## src/hw/rtl/ghacc_pkg.sv

```systemverilog
`default_nettype none
// ---------------------------------------------------------------------------
// ghacc_pkg
// Shared codes, configuration and operation types of the histogram builder.
// ---------------------------------------------------------------------------
package ghacc_pkg;

  localparam logic [1:0] CMD_ACC   = 2'd0;
  localparam logic [1:0] CMD_READ  = 2'd1;
  localparam logic [1:0] CMD_CLEAR = 2'd2;

  localparam logic [2:0] CFG_VLEN = 3'd0;
  localparam logic [2:0] CFG_CLS  = 3'd1;
  localparam logic [2:0] CFG_BPI  = 3'd2;
  localparam logic [2:0] CFG_IPP  = 3'd3;
  localparam logic [2:0] CFG_ZDIM = 3'd4;

  localparam logic [1:0] OP_ACC   = 2'd0;
  localparam logic [1:0] OP_READ  = 2'd1;
  localparam logic [1:0] OP_CLEAR = 2'd2;

  // widest bin index and class index the parameters allow
  localparam int BIN_MAX_W = 16;
  localparam int CLS_MAX_W = 6;

  typedef struct packed {
    logic [3:0] vector_length;
    logic       is_classification;
    logic [6:0] bits_per_item;
    logic [6:0] items_per_pack;
    logic       zero_dims;
  } cfg_t;

  typedef struct packed {
    logic [1:0]           kind;
    logic                 bin_ok;
    logic                 start;
    logic                 hess_en;
    logic [BIN_MAX_W-1:0] bin;
    logic [CLS_MAX_W-1:0] elem;
    logic [15:0]          occ;
    logic [31:0]          weight;
    logic signed [31:0]   grad;
    logic signed [31:0]   hess;
  } op_t;

  function automatic logic signed [63:0] sat_add64(input logic signed [63:0] a,
                                                   input logic signed [63:0] b);
    logic signed [63:0] s;
    s = a + b;
    if (a[63] == b[63] && s[63] != a[63]) begin
      s = a[63] ? {1'b1, 63'd0} : {1'b0, {63{1'b1}}};
    end
    return s;
  endfunction

  // unsigned Q16.16 times signed Q8.24, floored to Q32.32
  function automatic logic signed [63:0] scale(input logic [31:0] w,
                                               input logic signed [31:0] v);
    logic signed [64:0] p;
    p = $signed({1'b0, w}) * $signed({v[31], v});
    return {{8{p[63]}}, p[63:8]};
  endfunction

endpackage
`default_nettype wire

```

## src/hw/rtl/ghacc_queue.sv

```systemverilog
`default_nettype none
// ---------------------------------------------------------------------------
// ghacc_queue
// Two-entry queue of classified operations between front and back.
// ---------------------------------------------------------------------------
module ghacc_queue (
  input  wire logic           clk,
  input  wire logic           rst,
  input  wire logic           push,
  input  wire ghacc_pkg::op_t push_op,
  output logic                ready,
  input  wire logic           pop,
  output logic                valid,
  output ghacc_pkg::op_t      op
);
  import ghacc_pkg::*;

  op_t        slots [2];
  logic       wptr, rptr;
  logic [1:0] count;

  assign ready = (count != 2'd2);
  assign valid = (count != 2'd0);
  assign op = slots[rptr];

  always_ff @(posedge clk) begin
    if (push) begin
      slots[wptr] <= push_op;
    end
  end

  always_ff @(posedge clk) begin
    if (rst) begin
      wptr <= 1'b0;
      rptr <= 1'b0;
      count <= 2'd0;
    end else begin
      if (push) begin
        wptr <= ~wptr;
      end
      if (pop) begin
        rptr <= ~rptr;
      end
      count <= count + 2'(push) - 2'(pop);
    end
  end
endmodule
`default_nettype wire

```

## config.mk

```make
export PLATFORM = sky130hd
export DESIGN_NAME = ghacc_queue
export DESIGN_NICKNAME = d
export VERILOG_FILES = /design/src/hw/rtl/ghacc_pkg.sv /design/src/hw/rtl/ghacc_queue.sv
export SDC_FILE = /design/constraint.sdc
export NUM_CORES = 1
export LEC_CHECK = 0
export BUFFER_PORTS_ARGS = -buffer_cell sky130_fd_sc_hd__buf_2
export CORE_MARGIN = 4
export CORE_UTILIZATION = 50
export CTS_CLUSTER_DIAMETER = 120
export DETAILED_ROUTE_END_ITERATION = 8
export PLACE_DENSITY_LB_ADDON = 0.3
export SLEW_MARGIN = 20
export SYNTH_ARGS = -nofsm -noshare
export SYNTH_HDL_FRONTEND = slang
export SYNTH_SLANG_ARGS = --single-unit
```

## constraint.sdc

```tcl
create_clock -name clk -period 15.4 [get_ports clk]
set_input_delay 3.08 -clock clk [delete_from_list [all_inputs] [get_ports clk]]
set_output_delay 3.08 -clock clk [all_outputs]
set_load 0.01 [all_outputs]
```

==> flow_summary.yaml <==
yosys:
  synth_nets: 598
  yosys.area_share.simple_pct: 0.426
  yosysTopAreaCellShare_pct: 81.2
  yosysUniqueCellTypes: 15
  synth_seq_cells: 283
  synth_seq_area_share_pct: 82.2
  yosys.area_share.xor_xnor_pct: 0.390
  syn_area_um2: 10300
  yosys_warnings: 0
  synth_compound_area_share_pct: 0
  synthAdderAreaFrac_pct: 0.243
  synthMuxAreaShare_pct: 15.2
  yosys-top-cells-area: "edfxtp_1, mux2_2, buf_6"
  yosys.area.top_type: "edfxtp_1"
  syn_inst: 453
  synth.avg_cell_area_um2: 22.7
  synth_top_family_by_area: "multiplexers"
setup_path:
  start_kind: "flip-flop"
  worstPathArrival_ns: 2.73
  critPathKind: "flip-flop to output pin"
  max_stage_delay_ns: 0.63
  path_max_fanout: 57
  crit_required_ns: 12.32
  cpMaxStageDelayCell: "buf_4"
  cp-end-kind: "output pin"
  cp_cell_sequence: "buf_16, buf_4, mux2_2, buf_2"
routing:
  dr.first_iter.drc_count: 176
  drt_first_pass_iters: 6
  drt-total-wl_mm: 19.5
  drc: 0
  ant_nets: 0
  wl_per_cell_um: 18.6
  num_vias: 5177
  drt-vias-per-instance: 4.94
finish:
  synthToLayoutAreaGrowth_pct: 24.8
  seq_area_um2: 8450
  nets: 901
  layout_commonest_cell: "buf_2"
  fill_cells: 1411
  drive_gt1_share_pct: 60.4
  final_area_um2: 12800
  final_cell_mix: "buf_2, edfxtp_1, mux2_2"
  multiInputGateArea_um2: 1680
power:
  pwr-share-clk_pct: 36.6
  ir_worst_vdd_mv: 0.0981
  power.net_switching_uw: 367
  pwr-share-comb_pct: 10.6
  p_int_mw: 1.36
  finalPower_mw: 1.73
  cellLeakagePower_nw: 4.81
  p_seq_share_pct: 52.8
  p_per_area_nw_per_um2: 135
  switching_share_pct: 21.2
clock_network:
  holdBufCountCts: 0
  clock-sinks: 283
  cts_resized: 0
  cts.path.max_buffers: 3
  root_buffer: "clkbuf_16"
  htree_levels: 1
  cts_buffers: 28
  postCtsSetupBuffers: 0
  cts_tree: "yes"
  clk_latency_ns: 0.52
  clk_pin_slew_ns: 0.06
placement:
  port_buffers: 283
  place_area_um2: 11900
  gp_congestion: 0.775
  dp_hpwl_mm: 13.0
  pre_cts_slack_ns: 9.84
floorplan:
  ios: 284
  rows: 52
  start_util_pct: 50.8
  die_w_um: 151
  die_area_um2: 22900
  die_h_um: 151
  coreArea_um2: 20200
timing:
  clock_skew_ns: 0.00735
  period_share_pct: 37.7
  drv_slew: 0
  rsz0062_at_grt: "false"
  worst_pin_slew_ns: 0.989
  slew_headroom_pct: 34.0
  max_freq_mhz: 172
  hold_viol: 0
  setup_ws_ns: 9.59
  finalCriticalPeriod_ns: 5.81
  setup_viol_count_final: 0
  hold_slack_ns: 0.524
  fin_setup_tns_ns: 0
global_routing:
  antenna_found_initial: 3
  grt-ovfl-total: 0
  grt_max_degree: 84
  grt_pass1_vias: 5371
  grt_pass1_wl_mm: 28.5
  grt_usage_pct: 16.0
outcome:
  status: "completed"
min_path:
  hp-class: "flip-flop to flip-flop"
job:
  maxCapViolCount: 0
[layout make-up]
type / count / area share (%)
diodes: 1 / 0.0195
clock buffers: 42 / 6.27
clock inverters: 9 / 0.546
inverters: 2 / 0.0585
multi-input cells: 153 / 13.1
flip-flops and latches: 283 / 65.9
well taps: 270 / 2.63
repair buffers: 288 / 11.5
[worst paths after layout]
check | startpoint | end | slack, ns | cells after the start
max | flip-flop | op[125] | 9.59 | 4
min | rptr$_SDFFE_PP0P_ | rptr$_SDFFE_PP0P_ | 0.52 | 2
max reg2reg | wptr$_SDFFE_PP0P_ | slots[1][78]$_DFFE_PP_ | 12.84 | 2
min reg2reg | rptr$_SDFFE_PP0P_ | rptr$_SDFFE_PP0P_ | 0.52 | 2
[layer usage]
layer / share of wire [%] / wire [um] / global-route usage (%)
met5: 0.072 / 14 / 0
met3: 11 / 2190 / 6.37
met4: 1.6 / 316 / 4.26
met1: 39 / 7630 / 20.3
met2: 48 / 9380 / 25.9
[state kept, by name (all words and copies together), names as in the netlist, named ones only]
name	flops
rptr	1
wptr	1
slots	278
count	2
[per-stage QoR]
| step | std cells | util, % |
|---|---|---|
| detailed placement | 995 | 58.9 |
| floorplan | 453 | - |
| global route | 1048 | 63.4 |
| CTS | 1046 | 63.3 |
| global placement | 995 | 58.9 |
| finish | 1048 | 63.4 |
[logic make-up (layout without fill, tap and decap cells)]
kind of cell | Yosys count | after routing
flops | 283 | 283
simple gates | 9 | 9
mux | 139 | 139
xor+xnor | 3 | 3
fa+ha+maj | 2 | 2
other cells | 0 | 1
buf+inv | 17 | 341
[power by group through the flow]
| stage | clock (mW) | sequential [mW] | combinational, mW |
|---|---|---|---|
| 2_1_floorplan | 0 | 0.931 | 0.110 |
| 3_3_place_gp | 0 | 0.933 | 0.175 |
| 3_5_place_dp | 0 | 0.936 | 0.179 |
| 4_1_cts | 0.650 | 0.920 | 0.181 |
| 5_1_grt | 0.688 | 0.917 | 0.199 |
| 6_report | 0.633 | 0.914 | 0.183 |
[cells in the mapped netlist, drive strengths merged]
library cell / count
and2: 1
buf: 15
dfxtp: 5
edfxtp: 278
ha: 2
inv: 2
mux2: 139
nand2: 1
nor2: 4
nor2b: 2
or2: 1
xnor2: 2
xnor3: 1
[worst max-delay path: cells and delay by family (launching register included)]
family	cells	cell delay (ns)
DFF	1	0.59
buffers and inverters	3	1.09
muxes	1	0.42
Note: power is estimated with default switching activity, not from simulation.
